`config.mk`:
```
export PLATFORM = sky130hd
export DESIGN_NAME = gbfs_ram
export DESIGN_NICKNAME = d
export VERILOG_FILES = /design/src/sv/gbfs_ram.sv
export SDC_FILE = /design/constraint.sdc
export NUM_CORES = 2
export LEC_CHECK = 0
export BUFFER_PORTS_ARGS = -buffer_cell sky130_fd_sc_hd__buf_2
export CORE_MARGIN = 2
export CORE_UTILIZATION = 31
export DETAILED_ROUTE_END_ITERATION = 7
export GPL_ROUTABILITY_DRIVEN = 0
export MAX_ROUTING_LAYER = met4
export PLACE_DENSITY = 0.46
export SLEW_MARGIN = 20
export SYNTH_ARGS = -nofsm -noshare
export SYNTH_HDL_FRONTEND = slang
export SYNTH_SLANG_ARGS = --single-unit
```
`constraint.sdc`:
```
create_clock -name clk -period 5.44 [get_ports clk]
set_input_delay 0.544 -clock clk [delete_from_list [all_inputs] [get_ports clk]]
set_output_delay 0.544 -clock clk [all_outputs]
set_load 0.1 [all_outputs]
```
`src/sv/gbfs_ram.sv`:
```
// generic single-write, single-read memory with registered read data
// no dependencies
`timescale 1ns / 1ps

module gbfs_ram #(
  parameter int WIDTH = 8,
  parameter int DEPTH = 256
) (
  input  logic                     clk,
  input  logic                     we,
  input  logic [$clog2(DEPTH)-1:0] waddr,
  input  logic [WIDTH-1:0]         wdata,
  input  logic [$clog2(DEPTH)-1:0] raddr,
  output logic [WIDTH-1:0]         rdata
);

  logic [WIDTH-1:0] mem [DEPTH];

  always_ff @(posedge clk) begin
    if (we) begin
      mem[waddr] <= wdata;
    end
    rdata <= mem[raddr];
  end

endmodule

```
==> impl_metrics.tcl <==
set metrics [dict create \
    status "finished, final reports clean" \
    crit_arrival_ps 4030 \
    period_share 0.615 \
    cts-resized-gates 0 \
    clock_latency_ps 850 \
    htreeDepth 4 \
    clk_pin_slew_ps 60 \
    post_cts_buffers 0 \
    synth_cells 3733 \
    synthToLayoutAreaGrowth_pct 13.7 \
    setup-violations-final 0 \
    hold_class "in2reg" \
    cts_tree "done" \
    cts-buffers-inserted 215 \
    io_pins 34 \
    synth_edf_count 2048 \
    cts_hold_buf 0 \
    powerDensity_nw_per_um2 366 \
    dp_hpwl_mm 134 \
    syn_nets 3759 \
    mappedNetlistArea_sq_um 79600 \
    die-area_sq_um 261000 \
    wl_mm 221 \
    final_area_sq_um 90400 \
    crit_path_start_kind "input port" \
    antenna_left 0 \
    drc 0 \
    p_comb_frac 0.052 \
    min_period_ps 3340 \
    async_reset_ff_frac 0 \
    ys_types 55 \
    setup_ws_ps 2100 \
    crit_type "in2reg" \
    regArea_sq_um 61700 \
    ys_seq_area_frac 0.775 \
    max_freq_ghz 0.299 \
    synth_largest_area_cell "edfxtp_1" \
    p_int_mw 25.7 \
    via_count 38104 \
    die_h_um 511 \
    yosysWarnings 0 \
    cts-root-buf "clkbuf_16" \
    grt_setup_unrepaired "no" \
    ys.flop_type "edfxtp_1" \
    io_buffers 33 \
    die_x_um 511 \
    grt_max_degree 169 \
    multiInputGateArea_sq_um 16600 \
    finalSetupTns_ps 0 \
    firstDrtPassIters 5 \
    fill_cells 23569 \
    maxCapViolations 0 \
    synth_area_leaders "edfxtp_1, mux4_2, mux2i_1" \
    synth_top_area_share 0.773 \
    layout_commonest_cell "edfxtp_1" \
    place_area_sq_um 83900 \
    coreArea_sq_um 255000 \
    ys_seq_elements 2056 \
    p_sw_frac 0.223 \
    end_kind "register" \
    worst_pin_slew_ps 1150 \
    pwr-share-seq 0.529 \
    wl_per_cell_um 29.8 \
    drive_gt1_frac 0.230 \
    final_cell_mix "edfxtp_1, mux4_2, nor2_1" \
    slew_headroom 0.223 \
    p_sw_mw 7.40 \
    final.setup_skew_ps 50.4 \
    p_clk_frac 0.419 \
    critical_path_required_ps 6130 \
    fin_nets 3896 \
    peakVddDrop_uv 247 \
    grt_usage 0.175 \
    grt_antenna_before_repair 13 \
    cp_max_fo 72 \
    drt_iter0_drc 3992 \
    grt-ovfl-total 0 \
    start_util 0.312 \
    p_leak_nw 27.3 \
    preCtsSetupSlack_ps 1190 \
    grt_pass1_vias 39377 \
    cts_sinks 2056 \
    rows 185 \
    vias_per_cell 5.14 \
    clockBufferDepth 3 \
    slew_violations 0 \
    grt_pass1_wl_mm 313 \
    finalHoldViolCount 0 \
    syn_avg_cell_area_sq_um 21.3 \
]
layer usage:
| metal | wire length, um | share of wire | up-vias | global-route usage |
|---|---|---|---|---|
| li1 | - | - | 16011 | - |
| met1 | 97600 | 0.44 | 20757 | 0.238 |
| met2 | 108000 | 0.49 | 1068 | 0.276 |
| met3 | 11900 | 0.054 | 268 | 0.0286 |
| met4 | 4240 | 0.019 | 0 | 0.0394 |
| met5 | 0 | 0 | - | - |
stage by stage:
step	total power, mW	util	hold WS (ps)	cells
2_1_floorplan	18.7	-	643	3733
3_5_place_dp	19.6	0.329	948	7019
6_report	33.1	0.355	75.3	7418
4_1_cts	33.5	0.355	22.0	7411
5_1_grt	34.1	0.355	46.2	7415
3_3_place_gp	19.6	0.329	944	7016
registers in the layout (all words and copies together) (netlist names):
register,flops
mem,2048
rdata,8
kinds of logic after synthesis:
family	synth area share
flip-flops	0.775
multiplexers	0.146
AND/OR/NAND/NOR	0.0263
AO/OA/AOI/OAI	0.0342
buffers and inverters	0.0183
power by group through the flow:
stage / clock network (mW) / registers (mW) / logic, mW
after global routing: 14.8 / 17.5 / 1.81
final: 13.9 / 17.5 / 1.71
after CTS: 14.2 / 17.5 / 1.75
after global placement: 0 / 17.9 / 1.73
after floorplan: 0 / 17.9 / 0.848
after detailed placement: 0 / 17.9 / 1.75
critical path, stage by stage:
cell	delay [ps]
buf_8	470
buf_4	690
mux4_2	440
a22o_1	220
a221oi_1	400
o221ai_1	210
a211oi_1	530
buf_4	220
nor4_1	40
path summary, 6_finish.rpt:
kind / start / end / slack [ps] / depth (start not counted)
max: raddr[1] / rdata[3] / 2100 / 9
min: wdata[1] / mem[79][1] / 80 / 1
max reg2reg: mem[67][2] / rdata[2] / 2730 / 6
min reg2reg: mem[21][6] / rdata[6] / 1070 / 6
cell usage after synthesis, drive strengths merged (10+ instances only):
cell type	n
a211oi	16
a21oi	96
a221oi	14
a22oi	133
buf	122
clkbuf	111
edfxtp	2048
mux2i	134
mux4	456
nand2	33
nand3	34
nand4	10
nor2	282
nor2b	31
nor3	22
nor4	27
o211ai	10
o21ai	12
o221ai	47
o22ai	28
area by class of cell:
type,instances,share of cell area
tap,3366,0.0466
inverter,2,0.0000830
clock inverter,102,0.00852
multi-input combinational,1442,0.183
sequential,2056,0.682
timing repair buffer,153,0.0157
clock buffer,290,0.0638
antenna,7,0.000194
Power figures use the tool's default switching activity.
