<file path="config.mk">
export PLATFORM = sky130hd
export DESIGN_NAME = gbfs_seq
export DESIGN_NICKNAME = d
export VERILOG_FILES = /design/src/sv/gbfs_pkg.sv /design/src/sv/gbfs_seq.sv
export SDC_FILE = /design/constraint.sdc
export NUM_CORES = 1
export LEC_CHECK = 0
export BUFFER_PORTS_ARGS = -buffer_cell sky130_fd_sc_hd__buf_2
export CORE_MARGIN = 2
export CORE_UTILIZATION = 56
export CTS_CLUSTER_SIZE = 40
export DETAILED_ROUTE_END_ITERATION = 16
export HOLD_SLACK_MARGIN = 0.08
export PLACE_DENSITY = 0.82
export SLEW_MARGIN = 20
export SYNTH_ARGS = -nofsm -noshare
export SYNTH_HDL_FRONTEND = slang
export SYNTH_SLANG_ARGS = --single-unit
</file>
<file path="constraint.sdc">
create_clock -name clk -period 6.4 [get_ports clk]
set_input_delay 0.32 -clock clk [delete_from_list [all_inputs] [get_ports clk]]
set_output_delay 0.32 -clock clk [all_outputs]
set_load 0.03 [all_outputs]
</file>
<file path="src/sv/gbfs_pkg.sv">
// types, codes and microprogram of the grid search sequencer
// no dependencies; imported by the sequencer and the top level
`timescale 1ns / 1ps

package gbfs_pkg;

  // stream and configuration widths
  localparam int TDATA_W = 8;
  localparam int KIND_W  = 2;
  localparam int CFG_DW  = 7;
  localparam int CFG_IW  = 2;

  // register indexes
  localparam logic [CFG_IW-1:0] REG_GRID_ROWS = 2'd0;
  localparam logic [CFG_IW-1:0] REG_GRID_COLS = 2'd1;
  localparam logic [CFG_IW-1:0] REG_START_ROW = 2'd2;
  localparam logic [CFG_IW-1:0] REG_START_COL = 2'd3;

  // register reset values
  localparam logic [6:0] GRID_ROWS_RST = 7'd21;
  localparam logic [6:0] GRID_COLS_RST = 7'd41;
  localparam logic [5:0] START_ROW_RST = 6'd1;
  localparam logic [5:0] START_COL_RST = 6'd1;

  // cell kinds that matter to the walk
  localparam logic [KIND_W-1:0] KIND_OPEN = 2'd1;
  localparam logic [KIND_W-1:0] KIND_EXIT = 2'd2;

  // neighbor order
  localparam logic [1:0] DIR_RIGHT = 2'd0;
  localparam logic [1:0] DIR_LEFT  = 2'd1;
  localparam logic [1:0] DIR_DOWN  = 2'd2;
  localparam logic [1:0] DIR_UP    = 2'd3;

  // microcode fields
  localparam int SW = 4;
  localparam int OW = 4;
  localparam int CW_COND = 4;

  // datapath operations
  localparam logic [OW-1:0] OP_NOP   = 4'd0;
  localparam logic [OW-1:0] OP_LOAD  = 4'd1;
  localparam logic [OW-1:0] OP_INIT  = 4'd2;
  localparam logic [OW-1:0] OP_CLEAR = 4'd3;
  localparam logic [OW-1:0] OP_SEED  = 4'd4;
  localparam logic [OW-1:0] OP_POP   = 4'd5;
  localparam logic [OW-1:0] OP_LATCH = 4'd6;
  localparam logic [OW-1:0] OP_RDCUR = 4'd7;
  localparam logic [OW-1:0] OP_NBR   = 4'd8;
  localparam logic [OW-1:0] OP_PUSH  = 4'd9;
  localparam logic [OW-1:0] OP_NEXTK = 4'd10;
  localparam logic [OW-1:0] OP_SET0  = 4'd11;
  localparam logic [OW-1:0] OP_SET1  = 4'd12;
  localparam logic [OW-1:0] OP_EMIT  = 4'd13;

  // jump conditions
  localparam logic [CW_COND-1:0] C_NEVER     = 4'd0;
  localparam logic [CW_COND-1:0] C_ALWAYS    = 4'd1;
  localparam logic [CW_COND-1:0] C_NO_START  = 4'd2;
  localparam logic [CW_COND-1:0] C_START_BAD = 4'd3;
  localparam logic [CW_COND-1:0] C_CLR_MORE  = 4'd4;
  localparam logic [CW_COND-1:0] C_Q_EMPTY   = 4'd5;
  localparam logic [CW_COND-1:0] C_IS_EXIT   = 4'd6;
  localparam logic [CW_COND-1:0] C_NBR_BAD   = 4'd7;
  localparam logic [CW_COND-1:0] C_NBR_SKIP  = 4'd8;
  localparam logic [CW_COND-1:0] C_K_MORE    = 4'd9;
  localparam logic [CW_COND-1:0] C_OUT_BUSY  = 4'd10;

  // program steps
  localparam logic [SW-1:0] S_IDLE     = 4'd0;
  localparam logic [SW-1:0] S_INIT     = 4'd1;
  localparam logic [SW-1:0] S_CLEAR    = 4'd2;
  localparam logic [SW-1:0] S_SEED     = 4'd3;
  localparam logic [SW-1:0] S_POP      = 4'd4;
  localparam logic [SW-1:0] S_LATCH    = 4'd5;
  localparam logic [SW-1:0] S_RDCUR    = 4'd6;
  localparam logic [SW-1:0] S_CHKCUR   = 4'd7;
  localparam logic [SW-1:0] S_NBR      = 4'd8;
  localparam logic [SW-1:0] S_TEST     = 4'd9;
  localparam logic [SW-1:0] S_PUSH     = 4'd10;
  localparam logic [SW-1:0] S_NEXTK    = 4'd11;
  localparam logic [SW-1:0] S_LOOP     = 4'd12;
  localparam logic [SW-1:0] S_NOTFOUND = 4'd13;
  localparam logic [SW-1:0] S_FOUND    = 4'd14;
  localparam logic [SW-1:0] S_EMIT     = 4'd15;

  typedef struct packed {
    logic [OW-1:0]      op;
    logic [CW_COND-1:0] cond;
    logic [SW-1:0]      target;
  } gbfs_uword_t;

  typedef struct packed {
    logic start;
    logic start_bad;
    logic clr_more;
    logic q_empty;
    logic is_exit;
    logic nbr_bad;
    logic nbr_skip;
    logic k_more;
    logic out_busy;
  } gbfs_flags_t;

  // control store; the step after the last wraps back to idle
  function automatic gbfs_uword_t gbfs_rom(input logic [SW-1:0] step);
    gbfs_uword_t w;
    case (step)
      S_IDLE:     w = '{op: OP_LOAD,  cond: C_NO_START,  target: S_IDLE};
      S_INIT:     w = '{op: OP_INIT,  cond: C_START_BAD, target: S_NOTFOUND};
      S_CLEAR:    w = '{op: OP_CLEAR, cond: C_CLR_MORE,  target: S_CLEAR};
      S_SEED:     w = '{op: OP_SEED,  cond: C_NEVER,     target: S_IDLE};
      S_POP:      w = '{op: OP_POP,   cond: C_Q_EMPTY,   target: S_NOTFOUND};
      S_LATCH:    w = '{op: OP_LATCH, cond: C_NEVER,     target: S_IDLE};
      S_RDCUR:    w = '{op: OP_RDCUR, cond: C_NEVER,     target: S_IDLE};
      S_CHKCUR:   w = '{op: OP_NOP,   cond: C_IS_EXIT,   target: S_FOUND};
      S_NBR:      w = '{op: OP_NBR,   cond: C_NBR_BAD,   target: S_NEXTK};
      S_TEST:     w = '{op: OP_NOP,   cond: C_NBR_SKIP,  target: S_NEXTK};
      S_PUSH:     w = '{op: OP_PUSH,  cond: C_NEVER,     target: S_IDLE};
      S_NEXTK:    w = '{op: OP_NEXTK, cond: C_K_MORE,    target: S_NBR};
      S_LOOP:     w = '{op: OP_NOP,   cond: C_ALWAYS,    target: S_POP};
      S_NOTFOUND: w = '{op: OP_SET0,  cond: C_ALWAYS,    target: S_EMIT};
      S_FOUND:    w = '{op: OP_SET1,  cond: C_NEVER,     target: S_IDLE};
      S_EMIT:     w = '{op: OP_EMIT,  cond: C_OUT_BUSY,  target: S_EMIT};
      default:    w = '{op: OP_NOP,   cond: C_ALWAYS,    target: S_IDLE};
    endcase
    return w;
  endfunction

endpackage

</file>
<file path="src/sv/gbfs_seq.sv">
// step counter and control store of the grid search
// depends on gbfs_pkg (microcode word, flags, rom)
`timescale 1ns / 1ps

module gbfs_seq
  import gbfs_pkg::*;
(
  input  logic        clk,
  input  logic        rst,
  input  gbfs_flags_t flags,
  output gbfs_uword_t uword
);

  logic [SW-1:0] pc;
  logic [SW-1:0] pc_next;
  logic          take;

  assign uword = gbfs_rom(pc);

  always_comb begin
    case (uword.cond)
      C_NEVER:     take = 1'b0;
      C_ALWAYS:    take = 1'b1;
      C_NO_START:  take = !flags.start;
      C_START_BAD: take = flags.start_bad;
      C_CLR_MORE:  take = flags.clr_more;
      C_Q_EMPTY:   take = flags.q_empty;
      C_IS_EXIT:   take = flags.is_exit;
      C_NBR_BAD:   take = flags.nbr_bad;
      C_NBR_SKIP:  take = flags.nbr_skip;
      C_K_MORE:    take = flags.k_more;
      C_OUT_BUSY:  take = flags.out_busy;
      default:     take = 1'b0;
    endcase
    // fall through wraps from the last step to idle
    pc_next = take ? uword.target : pc + SW'(1);
  end

  always_ff @(posedge clk) begin
    if (rst) begin
      pc <= S_IDLE;
    end else begin
      pc <= pc_next;
    end
  end

endmodule

</file>
==> run_results.csv <==
group,metric,value,unit
sta,total_negative_slack,0,ps
finish,post-route-util,67.2,%
sta,rsz0062_at_grt,"no",
finish,drive_gt1_share,26.3,%
clock_tree,clk_latency,270,ps
sta,final_max_slew_viol_count,0,
logic_synthesis,asyncSetResetFlopFracSynth,0,%
worst_setup_path,timing.critical_path.to_type,"register",
logic_synthesis,synth_fp_nets,132,
power,p_per_area,551,nW/um^2
detailed_routing,drc_errors,0,
worst_setup_path,setup.worst_path.start,"uword[4]",
run_status,outcome,"complete, no violations",
logic_synthesis,syn-instance-count,112,
detailed_routing,drt_first_pass_iters,4,
sta,fin_hold_ws,378,ps
power,total_leakage_power,0.488,nW
finish,post_layout_instance_area,1160,sq um
worst_setup_path,r2r-end,"uword[4]",
worst_setup_path,worstRegToRegCells,8,
worst_hold_path,min_to,"pc[1]",
clock_tree,clock-root-buffer,"sky130_fd_sc_hd__clkbuf_4",
finish,n_fill_cell,153,
logic_synthesis,mappedNetlistArea,1030,sq um
power,power.ir.vdd_worst,0.000359,V
worst_hold_path,min-delay-start,"rst",
sta,slew_headroom,37.6,%
clock_tree,cts_buf_count,3,
sta,hold_viol,0,
worst_setup_path,worstPathMaxFanout,16,
logic_synthesis,ys_ff_latch,16,
detailed_routing,wire_per_inst,13.1,um
finish,multiInputGateArea,643,sq um
detailed_routing,starting_drc_count_in_detailed_routing,29,
detailed_routing,drt-total-wl,2060,um
worst_hold_path,min_path_type,"primary input to register",
clock_tree,post_cts.repair.setup_buffers,0,
detailed_routing,post_drt_via_cell_ratio,5.41,
clock_tree,clock_sinks,16,
power,p_total,0.640,mW
global_route,first_global_vias,777,
clock_tree,cts.hold.buffers_added,0,
clock_tree,cts_tree,"built",
logic_synthesis,synth_edf_count,0,
global_route,antenna_found_initial,0,
logic_synthesis,synth.distinct_cells,33,
logic_synthesis,ys_top_cells_by_area,"sky130_fd_sc_hd__dfxtp_1 31%, sky130_fd_sc_hd__ha_1 11%, sky130_fd_sc_hd__mux2i_1 8.7%",
finish,finish.net_count,155,
worst_setup_path,reg2reg_slack,3630,ps
place,dp_hpwl,1610,um
place,globalplace.congestion,0.888,
clock_tree,cts_resized,0,
logic_synthesis,yosys_most_used_dff,"sky130_fd_sc_hd__dfxtp_1",
logic_synthesis,synth.largest_area_cell,"sky130_fd_sc_hd__dfxtp_1",
detailed_routing,route.antenna.remaining_nets,0,
floorplan,floorplan.io_pins,23,
sta,finalCritPeriodShare,43.3,%
place,dp_cells,155,
floorplan,floorplan.initialDensity,59.6,%
clock_tree,cts_max_level,1,
sta,tightestPinTransition,910,ps
logic_synthesis,synth_sequential_area_ratio,31.1,%
finish,regArea,320,sq um
worst_setup_path,startpoint_type,"register",
sta,final-setup-viol-count,0,
worst_setup_path,rr_startpoint,"uword[4]",
flow_run,number_of_max_cap_violations,0,
place,pre_cts_slack,3630,ps
logic_synthesis,synth_top_cell_area_share,31.1,%
clock_tree,clk_path_buf_depth,2,
place,port_buffers,22,
detailed_routing,num_vias,855,
global_route,grt_first_pass_wirelength,3280,um
clock_tree,cts_clock_pin_slew_for_the_worst_setup_and_hold_paths,90,ps
global_route,grt_start_max_net_pins,17,
worst_setup_path,worst_ep_arrival_time,2920,ps
finish,num_antenna_cells,0,
sta,skew,6.25,ps
floorplan,design.die.area,2200,sq um
logic_synthesis,syn_avg_cell_area,9.19,sq um
floorplan,die-width,46.9,um
floorplan,num_rows,15,
worst_setup_path,timing.critical_path.required,6550,ps
sta,post-route-worst-setup-slack,3630,ps
worst_setup_path,worstSetupPathType,"register to register",
global_route,aggregate_global_route_resource_usage,21.0,%
finish,stdcell_count,158,
sta,fmax,0.361,GHz
floorplan,fp.coreArea,1730,sq um
sta,layout_min_cycle_time,2770,ps
global_route,global_route.overflow_total,0,
finish,area_growth,12.6,%
place,dpl-instance-area,1140,sq um
worst_hold_path,timing.hold.worst_path_depth,2,
logic_synthesis,ys.warnings.count,0,
floorplan,die_y,46.9,um
cell type report:
class                      count  share of cell area [%]
timing repair buffer          22                    9.49
sequential                    16                    27.6
inverter                       8                    2.80
clock buffer                   3                    1.94
tap                           25                    2.70
multi-input combinational     84                    55.4
cell usage in the layout (no fill, tap or decap), drive strengths merged, types with 2 or more instances in the layout:
cell type,n
mux2i,10
inv,8
nor2b,6
o32ai,3
nand3b,4
dfxtp,16
and3,2
a21oi,3
ha,9
o21ai,10
nor2,10
nand2,8
buf,22
clkbuf,3
nor3,5
nand3,2
nor3b,2
a211oi,3
registers in the layout, indices dropped and copies added (netlist names):
| register | count |
|---|---|
| uword | 12 |
| pc | 4 |
cells in the mapped netlist (all sizes together), types with 2 or more instances:
| master | n |
|---|---|
| buf | 3 |
| nor3 | 5 |
| nor2b | 6 |
| a21oi | 3 |
| a211oi | 3 |
| inv | 8 |
| dfxtp | 16 |
| nand3b | 4 |
| ha | 9 |
| nor2 | 10 |
| o32ai | 3 |
| mux2i | 10 |
| nand2 | 8 |
| nand3 | 2 |
| nor3b | 2 |
| o21ai | 10 |
| and3 | 2 |
metal layers:
metal / GRT usage [%] / routed length (um) / vias to the layer above
met1: 26.3 / 934 / 394
met4: 8.89 / 38 / 0
met5: 0 / 0 / -
met2: 35.3 / 1050 / 16
li1: - / - / 441
met3: 3.85 / 43 / 4
worst max path at each step:
stage | endpoint | slack, ps | cells after the start
after floorplan | uword[3] | 3840 | 9
after global placement | uword[4] | 3740 | 8
after detailed placement | uword[4] | 3630 | 8
after CTS | uword[4] | 3650 | 8
after global routing | uword[9] | 3370 | 9
final | uword[4] | 3630 | 8
worst max-delay path, cell delays in order (launching register included):
cell and delay, ps:
sky130_fd_sc_hd__dfxtp_1 370, sky130_fd_sc_hd__nor2b_1 160, sky130_fd_sc_hd__o2bb2ai_1 150, sky130_fd_sc_hd__a311oi_2 340, sky130_fd_sc_hd__o311ai_4 240, sky130_fd_sc_hd__mux2i_1 760, sky130_fd_sc_hd__inv_2 310, sky130_fd_sc_hd__nor2_1 220
sky130_fd_sc_hd__o32ai_2 100
kinds of logic after synthesis:
kind of cell | share of synthesized area [%]
buffers and inverters | 6.44
xor gates and xnor gates | 1.70
adders and majority gates | 10.9
DFF | 31.1
and+or+nand+nor | 19.7
AOI/OAI and AO/OA | 19.2
muxes | 10.9
power breakdown:
part           leakage (nW)  internal, mW  switching, mW
clock network        0.0138        0.0217         0.0277
registers             0.132         0.144         0.0295
logic                 0.342         0.155          0.262
No activity file was read; power rests on OpenSTA's default activity.
